$ cat config.mk
export PLATFORM = sky130hd
export DESIGN_NAME = signed_value_to_digit_writes
export DESIGN_NICKNAME = d
export VERILOG_FILES = /design/src/rtl/svdw_pkg.sv /design/src/rtl/svdw_front.sv /design/src/rtl/svdw_fifo.sv /design/src/rtl/svdw_back.sv /design/src/rtl/signed_value_to_digit_writes.sv
export SDC_FILE = /design/constraint.sdc
export NUM_CORES = 1
export LEC_CHECK = 0
export BUFFER_PORTS_ARGS = -buffer_cell sky130_fd_sc_hd__clkbuf_2
export CORE_ASPECT_RATIO = 1.2
export CORE_MARGIN = 5
export CORE_UTILIZATION = 57
export DETAILED_ROUTE_END_ITERATION = 7
export HOLD_SLACK_MARGIN = 0.08
export PLACE_DENSITY = 0.75
export SETUP_SLACK_MARGIN = 0.2
export SLEW_MARGIN = 15
export SYNTH_ARGS = -nofsm -noshare
export SYNTH_HDL_FRONTEND = slang
export SYNTH_SLANG_ARGS = --single-unit
$ cat constraint.sdc
create_clock -name clk_i -period 6.4 [get_ports clk_i]
set_input_delay 0.64 -clock clk_i [delete_from_list [all_inputs] [get_ports clk_i]]
set_output_delay 0.64 -clock clk_i [all_outputs]
set_load 0.005 [all_outputs]
$ cat src/rtl/svdw_pkg.sv
// ---------------------------------------------------------------------------
// svdw_pkg: shared types and constants for the digit write generator
// Holds the classified item carried between the front and back stages,
// the digit register and code constants, and the per-step multiples.
// ---------------------------------------------------------------------------
`timescale 1ns / 1ps

package svdw_pkg;

  localparam int unsigned VALUE_W = 16;
  localparam int unsigned MAG_W   = 17;
  localparam int unsigned REM_W   = 14;
  localparam int unsigned REG_W   = 3;
  localparam int unsigned CODE_W  = 4;

  // Digit register addresses and codes
  localparam logic [REG_W-1:0]  REG_FIRST  = 3'd4;
  localparam logic [REG_W-1:0]  REG_LAST   = 3'd1;
  localparam logic [CODE_W-1:0] MINUS_CODE = 4'd10;

  // Sequencer step: 0 = thousands, 3 = units
  typedef logic [1:0] step_t;
  localparam step_t STEP_FIRST = 2'd0;
  localparam step_t STEP_LAST  = 2'd3;

  // Classified request: sign and magnitude modulo 10000
  typedef struct packed {
    logic             neg;
    logic [REM_W-1:0] rem;
  } item_t;

  // j times the weight of the digit handled at step s
  function automatic logic [REM_W-1:0] step_multiple(step_t s, logic [CODE_W-1:0] j);
    logic [REM_W-1:0] jw;
    jw = REM_W'(j);
    case (s)
      2'd0:    return REM_W'(jw * 14'd1000);
      2'd1:    return REM_W'(jw * 14'd100);
      2'd2:    return REM_W'(jw * 14'd10);
      default: return jw;
    endcase
  endfunction

endpackage

$ cat src/rtl/svdw_front.sv
// ---------------------------------------------------------------------------
// svdw_front: request intake and classification
// Registers the sign and the magnitude modulo 10000 of each accepted value
// and hands the result to the queue as soon as it has room.
// ---------------------------------------------------------------------------
`timescale 1ns / 1ps

module svdw_front import svdw_pkg::*; (
  input  logic               clk_i,
  input  logic               rst_ni,
  input  logic               push_i,
  output logic               full_o,
  input  logic [VALUE_W-1:0] signed_value_i,
  input  logic               q_full_i,
  output logic               q_push_o,
  output item_t              q_item_o
);

  logic             valid_q, valid_d;
  item_t            item_q;
  logic             accept;
  logic [MAG_W-1:0] mag;
  logic [MAG_W-1:0] rem_wide;
  item_t            item_d;

  assign full_o   = valid_q && q_full_i;
  assign accept   = push_i && !full_o;
  assign q_push_o = valid_q && !q_full_i;
  assign q_item_o = item_q;

  // Magnitude, then fold it below 10000 with three compares
  always_comb begin
    mag = signed_value_i[VALUE_W-1]
        ? (17'h10000 - {1'b0, signed_value_i})
        : {1'b0, signed_value_i};
    if (mag >= 17'd30000) begin
      rem_wide = mag - 17'd30000;
    end else if (mag >= 17'd20000) begin
      rem_wide = mag - 17'd20000;
    end else if (mag >= 17'd10000) begin
      rem_wide = mag - 17'd10000;
    end else begin
      rem_wide = mag;
    end
    item_d.neg = signed_value_i[VALUE_W-1];
    item_d.rem = rem_wide[REM_W-1:0];
  end

  // Stage valid: set on accept, cleared once the queue takes it
  always_comb begin
    if (accept) begin
      valid_d = 1'b1;
    end else if (q_push_o) begin
      valid_d = 1'b0;
    end else begin
      valid_d = valid_q;
    end
  end

  always_ff @(posedge clk_i or negedge rst_ni) begin
    if (!rst_ni) begin
      valid_q <= 1'b0;
    end else begin
      valid_q <= valid_d;
    end
  end

  // Payload register
  always_ff @(posedge clk_i) begin
    if (accept) begin
      item_q <= item_d;
    end
  end

endmodule

$ cat src/rtl/svdw_fifo.sv
// ---------------------------------------------------------------------------
// svdw_fifo: short queue of classified requests
// Decouples the front stage from the digit sequencer; push and pop may
// happen in the same cycle.
// ---------------------------------------------------------------------------
`timescale 1ns / 1ps

module svdw_fifo import svdw_pkg::*; #(
  parameter int unsigned DEPTH = 2
) (
  input  logic  clk_i,
  input  logic  rst_ni,
  input  logic  push_i,
  input  item_t item_i,
  output logic  full_o,
  input  logic  pop_i,
  output logic  valid_o,
  output item_t item_o
);

  localparam int unsigned PTR_W = (DEPTH > 1) ? $clog2(DEPTH) : 1;
  localparam int unsigned CNT_W = $clog2(DEPTH + 1);
  localparam logic [PTR_W-1:0] PTR_MAX = PTR_W'(DEPTH - 1);
  localparam logic [CNT_W-1:0] CNT_MAX = CNT_W'(DEPTH);

  item_t            mem_q [DEPTH];
  logic [PTR_W-1:0] wr_ptr_q, wr_ptr_d;
  logic [PTR_W-1:0] rd_ptr_q, rd_ptr_d;
  logic [CNT_W-1:0] count_q, count_d;
  logic             do_push, do_pop;

  assign full_o  = (count_q == CNT_MAX);
  assign valid_o = (count_q != '0);
  assign item_o  = mem_q[rd_ptr_q];
  assign do_push = push_i && !full_o;
  assign do_pop  = pop_i && valid_o;

  // Pointer and fill count update
  always_comb begin
    wr_ptr_d = wr_ptr_q;
    rd_ptr_d = rd_ptr_q;
    count_d  = count_q;
    if (do_push) begin
      wr_ptr_d = (wr_ptr_q == PTR_MAX) ? '0 : wr_ptr_q + 1'b1;
    end
    if (do_pop) begin
      rd_ptr_d = (rd_ptr_q == PTR_MAX) ? '0 : rd_ptr_q + 1'b1;
    end
    if (do_push && !do_pop) begin
      count_d = count_q + 1'b1;
    end else if (do_pop && !do_push) begin
      count_d = count_q - 1'b1;
    end
  end

  always_ff @(posedge clk_i or negedge rst_ni) begin
    if (!rst_ni) begin
      wr_ptr_q <= '0;
      rd_ptr_q <= '0;
      count_q  <= '0;
    end else begin
      wr_ptr_q <= wr_ptr_d;
      rd_ptr_q <= rd_ptr_d;
      count_q  <= count_d;
    end
  end

  // Entry storage
  always_ff @(posedge clk_i) begin
    if (do_push) begin
      mem_q[wr_ptr_q] <= item_i;
    end
  end

endmodule

$ cat src/rtl/svdw_back.sv
// ---------------------------------------------------------------------------
// svdw_back: digit sequencer and output register
// Walks the head request through four steps, thousands down to units,
// producing one digit write per step into a single output register.
// ---------------------------------------------------------------------------
`timescale 1ns / 1ps

module svdw_back import svdw_pkg::*; (
  input  logic              clk_i,
  input  logic              rst_ni,
  input  logic              q_valid_i,
  input  item_t             q_item_i,
  output logic              q_pop_o,
  output logic              empty_o,
  input  logic              pop_i,
  output logic [REG_W-1:0]  digit_register_o,
  output logic [CODE_W-1:0] digit_code_o,
  output logic              last_of_run_o
);

  step_t             step_q, step_d;
  logic [REM_W-1:0]  rem_q;
  logic              out_valid_q, out_valid_d;
  logic [REG_W-1:0]  reg_q;
  logic [CODE_W-1:0] code_q;
  logic              last_q;

  logic              fire;
  logic [REM_W-1:0]  src;
  logic [REM_W-1:0]  sub;
  logic [REM_W-1:0]  mult;
  logic [CODE_W-1:0] digit;
  logic [CODE_W-1:0] code_d;

  assign empty_o          = !out_valid_q;
  assign digit_register_o = reg_q;
  assign digit_code_o     = code_q;
  assign last_of_run_o    = last_q;

  assign fire    = q_valid_i && (!out_valid_q || pop_i);
  assign q_pop_o = fire && (step_q == STEP_LAST);

  // Digit at this step: count of multiples of its weight not above the remainder
  always_comb begin
    src   = (step_q == STEP_FIRST) ? q_item_i.rem : rem_q;
    digit = '0;
    sub   = '0;
    mult  = '0;
    for (int j = 1; j <= 9; j++) begin
      mult = step_multiple(step_q, CODE_W'(j));
      if (src >= mult) begin
        digit = CODE_W'(j);
        sub   = mult;
      end
    end
    code_d = (step_q == STEP_FIRST && q_item_i.neg) ? MINUS_CODE : digit;
  end

  // Sequencer and output valid next state
  always_comb begin
    step_d      = step_q;
    out_valid_d = out_valid_q;
    if (fire) begin
      step_d      = step_q + 1'b1;
      out_valid_d = 1'b1;
    end else if (pop_i) begin
      out_valid_d = 1'b0;
    end
  end

  always_ff @(posedge clk_i or negedge rst_ni) begin
    if (!rst_ni) begin
      step_q      <= STEP_FIRST;
      out_valid_q <= 1'b0;
    end else begin
      step_q      <= step_d;
      out_valid_q <= out_valid_d;
    end
  end

  // Running remainder and output payload
  always_ff @(posedge clk_i) begin
    if (fire) begin
      rem_q  <= src - sub;
      reg_q  <= REG_FIRST - REG_W'(step_q);
      code_q <= code_d;
      last_q <= (step_q == STEP_LAST);
    end
  end

endmodule

$ cat src/rtl/signed_value_to_digit_writes.sv
// ---------------------------------------------------------------------------
// signed_value_to_digit_writes: signed value to 4-digit display writes
// Turns each signed 16-bit value into four digit register writes.
// ---------------------------------------------------------------------------
// Usage:
//   Input channel: drive signed_value_i and push; a request is taken at a
//   clock edge with push high and full low.
//   Result channel: while empty is low the oldest write is on
//   digit_register_o, digit_code_o and last_of_run_o; pop takes it.
//   Each request gives writes to registers 4, 3, 2, 1 in that order; the
//   write to register 1 has last_of_run_o set. Register 4 carries the minus
//   code (10) for negative values, else the thousands digit.
// Path: a request passes the intake register, the queue and the output
//   register before its first write shows on the result ports.
// Throughput: the digit sequencer retires one digit per cycle into the
//   output register while pop is high; new requests queue meanwhile.
// Stalls: with pop low the output register holds, the sequencer stops,
//   and the request queue plus the intake stage fill before full rises.
// Reset: rst_ni clears all valid state; the block comes up empty.
// ---------------------------------------------------------------------------
`timescale 1ns / 1ps

module signed_value_to_digit_writes import svdw_pkg::*; #(
  parameter int unsigned QUEUE_DEPTH = 2
) (
  input  logic               clk_i,
  input  logic               rst_ni,
  input  logic               push,
  output logic               full,
  input  logic [VALUE_W-1:0] signed_value_i,
  output logic               empty,
  input  logic               pop,
  output logic [REG_W-1:0]   digit_register_o,
  output logic [CODE_W-1:0]  digit_code_o,
  output logic               last_of_run_o
);

  logic  q_push, q_full, q_pop, q_valid;
  item_t fr_item, q_item;

  // Intake and classification
  svdw_front u_front (
    .clk_i          (clk_i),
    .rst_ni         (rst_ni),
    .push_i         (push),
    .full_o         (full),
    .signed_value_i (signed_value_i),
    .q_full_i       (q_full),
    .q_push_o       (q_push),
    .q_item_o       (fr_item)
  );

  // Decoupling queue
  svdw_fifo #(
    .DEPTH (QUEUE_DEPTH)
  ) u_fifo (
    .clk_i   (clk_i),
    .rst_ni  (rst_ni),
    .push_i  (q_push),
    .item_i  (fr_item),
    .full_o  (q_full),
    .pop_i   (q_pop),
    .valid_o (q_valid),
    .item_o  (q_item)
  );

  // Digit sequencer
  svdw_back u_back (
    .clk_i            (clk_i),
    .rst_ni           (rst_ni),
    .q_valid_i        (q_valid),
    .q_item_i         (q_item),
    .q_pop_o          (q_pop),
    .empty_o          (empty),
    .pop_i            (pop),
    .digit_register_o (digit_register_o),
    .digit_code_o     (digit_code_o),
    .last_of_run_o    (last_of_run_o)
  );

  // Last write always targets the units register
  a_last_is_units: assert property (@(posedge clk_i) disable iff (!rst_ni)
    !empty && last_of_run_o |-> digit_register_o == REG_LAST)
    else $error("last_of_run on a write not to the units register");

  // Minus code only in the leftmost register
  a_minus_leftmost: assert property (@(posedge clk_i) disable iff (!rst_ni)
    !empty && digit_code_o == MINUS_CODE |-> digit_register_o == REG_FIRST)
    else $error("minus code outside the leftmost register");

  // A new run starts at the leftmost register
  a_run_restart: assert property (@(posedge clk_i) disable iff (!rst_ni)
    pop && !empty && last_of_run_o ##1 !empty |-> digit_register_o == REG_FIRST)
    else $error("run did not restart at the leftmost register");

  // Within a run registers count down by one
  a_run_order: assert property (@(posedge clk_i) disable iff (!rst_ni)
    pop && !empty && !last_of_run_o ##1 !empty
      |-> digit_register_o == REG_W'($past(digit_register_o) - 3'd1))
    else $error("digit registers out of order within a run");

endmodule

Yosys cells after proc, flatten, opt, wreduce, memory -nomap -nowiden
Memories as Yosys holds them, arrays and structs flattened.
Index checks and enable logic that the tools add are counted.

cells by class
  add/subtract/negate cells = 11
  magnitude comparators = 12
  equality and inequality tests = 4
  muxes and demuxes = 42
  reductions and logical operators = 22

operator list
  operator                count
  $pmux 13 s3             4
  $pmux 12 s3             2
  $mux 14                 5
  $ge 14x13->1            4
  $mux 13                 4
  $pmux 14 s3             1
  $ge 17x15->1 const B    2
  $pmux 11 s3             1
  $pmux 10 s3             1
  $ge 14x12->1            2
  $sub 14x14->14 const B  2
  $mux 12                 2
  $ge 17x14->1 const B    1
  $mux 17                 1
  $sub 17x16->17 const A  1
  $ge 14x10->1            1
  $ge 14x11->1            1
  $ge 14x14->1            1
  $sub 14x12->14 const B  1
  $sub 14x14->14          1
  $mux 2                  6
  $mux 3                  4
  $mux 11                 1
  $logic_and 1x1->1       10
  other kinds (13)        32

storage, ports and cells
  bits in registers = 45
  RAM bits = 30
  input port bits = 20
  logic and storage cells = 105
  memories kept = 1

memories
  memory        words  width  rd ports  clocked after Yosys merged registers in  wr ports  RTL line         RTL
  u_fifo.mem_q  2      15     1         0                                        1         svdw_fifo.sv:26  item_t mem_q [DEPTH];

Longest topological paths before layout
  depth after elaboration = 13
  mapped depth = 29
  mapped depth without buffers = 26

By module
From an unflattened synthesis, not the netlist that was laid out.

second synthesis, totals
  cells, all modules = 723
  area total of the unflattened synthesis = 6906.6 µm²

modules (own cells, without submodules)
  module      times used  cells each  area each (µm²)  sequential area each (µm²)
  svdw_back   1           446         3732.3           735.7
  svdw_front  1           211         1839.3           475.5
  svdw_fifo   1           66          1335.0           1001.0

Worst setup path before layout
Ideal clock, no wire load.

  kind = flip-flop to flip-flop
  start point = reg u_back.step_q[0]
  end point = reg u_back.rem_q[12], data pin
  library setup time = 264 ps
  data arrival time = 5553 ps
  data required time = 6136 ps
  slack = 583 ps
  cell stages (with the launch flop) = 26
  clock period less this slack = 5817 ps
  path through = dfrtp_1 > inv_1 > ha_1 > buf_2 > buf_1 > nor2_1 > a21oi_1 > ha_1 > nor2b_1 > o31ai_1 > a21oi_1 > or4_1 > a311oi_1 > inv_1 > o21a_1 > o21ai_0 > a31oi_1 > fa_1 > nor2b_1 > o21ai_0 > a21boi_0 > o21ai_0 > a21boi_0 > o2111ai_1 > a31oi_1 > xor2_1

between the ends
  cells in the longest elaborated chain, start to end = 13
  elaborated cells between the ends (all ways) = 32
  classes of those cells = add/sub (1); order compare (9); eq/ne (2); mux (19); reduce/logical (1)

RTL lines
  element                                   RTL line                         RTL
  start, declared                           svdw_back.sv:21                  step_t step_q, step_d;
  start signal, assigned                    svdw_back.sv:76                  step_q <= step_d;
  $eq 2x2->1, or another cell as far along  svdw_pkg.sv:36                   case (s)
  $pmux 10 s3 or $mux 14 (tied branches)    svdw_pkg.sv:36, svdw_back.sv:45
  $ge 14x10->1                              svdw_back.sv:51                  if (src >= mult) begin
  $mux 10                                   svdw_back.sv:51
  $mux 11                                   svdw_back.sv:51
  $mux 12 (2 in a row)                      svdw_back.sv:51
  $mux 13 (4 in a row)                      svdw_back.sv:51
  $mux 14                                   svdw_back.sv:51
  $sub 14x14->14 *                          svdw_back.sv:84                  rem_q <= src - sub;
  end signal, assigned                      svdw_back.sv:84
  end, declared                             svdw_back.sv:22                  logic [REM_W-1:0] rem_q;

Mark *: on every way between the ends. The rest lies on a longest branch, timed or not.
A chain may end at the register's enable or synchronous reset.

Final worst setup path
  start point = reg u_back.step_q[0]
  end point = reg u_back.rem_q[13], data pin

The elaborated chain is that of the path after synthesis.

==> results.yml <==
routing:
  first_pass_iters: 5
  viasPerCell: 6.62
  routedWlPerCell_um: 22.1
  routed_wl_mm: 20.7
  drtIter0Drc: 449
  ant_nets: 0
  vias: 6197
  drc: 0
yosys:
  synth_simple_gate_area_frac: 0.181
  yosys.cell_count.top_type: "ha_1"
  ys_seq_area_frac: 0.333
  synth_top_area_cell: "edfxtp_1"
  synth_top_family_by_area: "compound AO/OA/AOI/OAI gates"
  synth_xor_area_frac: 0.0526
  synth_mux_area_frac: 0.0330
  synth.distinct_cells: 76
  synth_warnings: 0
  yosys.area.top_type_share: 0.303
  synth_enable_flop_cells: 67
  async_reset_ff_frac: 0.107
  synthesis.area_mm2: 0.00664
  synth_nets: 811
  ys_ff_latch: 75
  syn_inst: 716
  synthAdderAreaFrac: 0.143
  synth_area_leaders: "edfxtp_1 (30%), ha_1 (14%), a21oi_1 (3.8%), xnor2_1 (3.4%), nor2_1 (3.3%)"
  yosys_most_used_dff: "edfxtp_1"
  synth_compound_area_frac: 0.221
  avgSynthCellArea_um2: 9.27
  yosys-top-cells-count: "ha_1 (74), edfxtp_1 (67), nor2_1 (59)"
grt:
  grt_overflow: 0
  grt_pass1_wl_mm: 32.1
  grt_max_degree: 27
  grt_pass1_vias: 6080
  grt_antenna_before_repair: 0
  grt_usage: 0.304
floorplan:
  core_mm2: 0.0115
  dieArea_mm2: 0.0139
  die_height_um: 128
  start_util: 0.577
  fp.dieW_um: 109
  rows: 43
  num_io_pins: 30
setup_path:
  reg2reg_slack_ns: 0.50
  r2r_start: "u_back.step_q[0]$_DFFE_PN0P_"
  cp_data_required_time_ns: 6.49
  reg2regPathDepth: 24
  crit_chain: "inv_1 > ha_4 > buf_4 > nor2_1 > a21oi_2 > ha_1 > a21o_1 > or2_2 > nor3_1 > o211a_2 > a211oi_1 > nor4_1 > o21ai_0 > a31o_2 > ha_1 > nor2b_1 > o21ai_0 > nand2b_1 > a21o_1 > a31oi_2 > o2111ai_1 > o311ai_0 > o21ai_1 > xnor2_1"
  path_buf_inv: 2
  reg2reg_to: "u_back.rem_q[13]$_DFFE_PP_"
  cp.arrival_ns: 5.99
  crit_fanout: 18
  cp_top_family: "compound AO/OA/AOI/OAI gates"
  cp_slowest_cell: "dfrtp_1"
  crit_type: "reg2reg"
  max_stage_delay_ns: 0.43
  start_kind: "register"
  end_kind: "register"
sta:
  finalSetupViolCount: 0
  fmax_mhz: 170
  relSlewSlack: 0.472
  rsz0062_at_grt: "yes"
  setup_ws_ns: 0.500
  worst_pin_slew_ns: 0.791
  finClkSkew_ns: 0.0126
  timing_hold_violations_final: 0
  min_period_ns: 5.90
  period_share: 0.922
  maxSlewViolCount: 0
placement:
  port-buffer-count: 29
  place.gp.congestion: 0.981
  dp_slack_ns: -0.101
  dp_hpwl_mm: 16.3
clock_tree:
  clk_pin_slew_worst_paths_ns: 0.06
  clock-sinks: 75
  cts.htree.levels: 3
  cts_hold_buffers: 0
  root_buffer: "clkbuf_16"
  cts_tree: "yes"
  cts_buffer_depth: 2
  numCtsBuffers: 9
  clock_latency_ns: 0.34
layout:
  drive_gt1_frac: 0.159
  diodes: 0
  nFillCells: 928
  multiInputGateArea_mm2: 0.00425
  finalCoreUtilization: 0.653
  regArea_mm2: 0.00221
  fin_nets: 869
  area_growth_pct: 13.3
run_status:
  status: "finished, final reports clean"
run:
  drv_cap: 0
hold_path:
  hp-class: "in2async"
==> per-stage QoR <==
stage               setup TNS [ns]  hold WS (ns)  instances  instance area [um^2]
floorplan                        0         0.344        716                  6640
global placement            -0.138         0.422        918                  7160
detailed placement          -0.311         0.434        918                  7160
CTS                              0         0.146        934                  7450
global route                     0         0.154        936                  7520
finish                           0         0.141        936                  7520
==> state kept, by name (all words and copies together), names as in the netlist <==
register and flops:
u_front.valid_q 1, u_front.q_item_o 15, u_back.last_of_run_o 1, u_fifo.rd_ptr_q 1, u_back.step_q 2, u_fifo.mem_q 30
u_fifo.count_q 2, u_back.out_valid_q 1, u_back.rem_q 14, u_back.digit_code_o 4, u_back.digit_register_o 3, u_fifo.wr_ptr_q 1
==> final cells by class <==
type / instances / area share
timing repair buffer: 68 / 0.0582
inverter: 39 / 0.0195
sequential: 75 / 0.294
multi-input combinational: 581 / 0.565
tap: 157 / 0.0261
clock inverter: 7 / 0.00699
clock buffer: 9 / 0.0300
==> cells in the final DEF, fill, tap and decap left out, drive strengths merged, types with 6 or more instances in the layout <==
| cell type | count |
|---|---|
| ha | 74 |
| edfxtp | 67 |
| nor2 | 59 |
| nand2 | 51 |
| a21oi | 51 |
| o21ai | 46 |
| inv | 40 |
| buf | 39 |
| clkbuf | 38 |
| xnor2 | 26 |
| nand3 | 23 |
| nand2b | 18 |
| a31oi | 18 |
| mux2i | 17 |
| nor3 | 13 |
| nor4 | 13 |
| xor2 | 13 |
| a21o | 12 |
| nor2b | 10 |
| o21a | 9 |
| o211ai | 8 |
| a211oi | 8 |
| and2 | 8 |
| dfrtp | 8 |
| nand4 | 7 |
| o2111ai | 6 |
| or2 | 6 |
==> worst max path at each step <==
stage                                 start                         end  slack [ns]  cells past startpoint
3_5_place_dp   u_back.step_q[0]$_DFFE_PN0P_  u_back.rem_q[13]$_DFFE_PP_       -0.10                     25
6_report       u_back.step_q[0]$_DFFE_PN0P_  u_back.rem_q[13]$_DFFE_PP_        0.50                     24
2_1_floorplan  u_back.step_q[0]$_DFFE_PN0P_  u_back.rem_q[12]$_DFFE_PP_        0.58                     25
5_1_grt        u_back.step_q[0]$_DFFE_PN0P_  u_back.rem_q[10]$_DFFE_PP_        0.19                     27
4_1_cts        u_back.step_q[0]$_DFFE_PN0P_  u_back.rem_q[13]$_DFFE_PP_        0.21                     24
3_3_place_gp   u_back.step_q[0]$_DFFE_PN0P_  u_back.rem_q[13]$_DFFE_PP_       -0.11                     25
==> logic make-up after synthesis <==
group | Yosys count
xor gates and xnor gates | 39
adders and majority gates | 75
muxes | 21
DFF | 75
and+or+nand+nor | 231
buffers and inverters | 60
AOI/OAI and AO/OA | 215
==> routing by layer <==
layer | wire length (um) | track usage
met3 | 1200 | 0.0368
met2 | 10700 | 0.559
met1 | 7290 | 0.318
met5 | 0 | 0
met4 | 1460 | 0.204
==> what timing repair did <==
item	4_1_cts	5_1_grt
setup endpoints to repair	8	8
buffers inserted	0	2
pin swaps	0	1
gates resized for setup	2	18
Power is left out: the tool's default activity adds up to more than one toggle a clock period on the data nets, which glitch-free logic cannot reach.
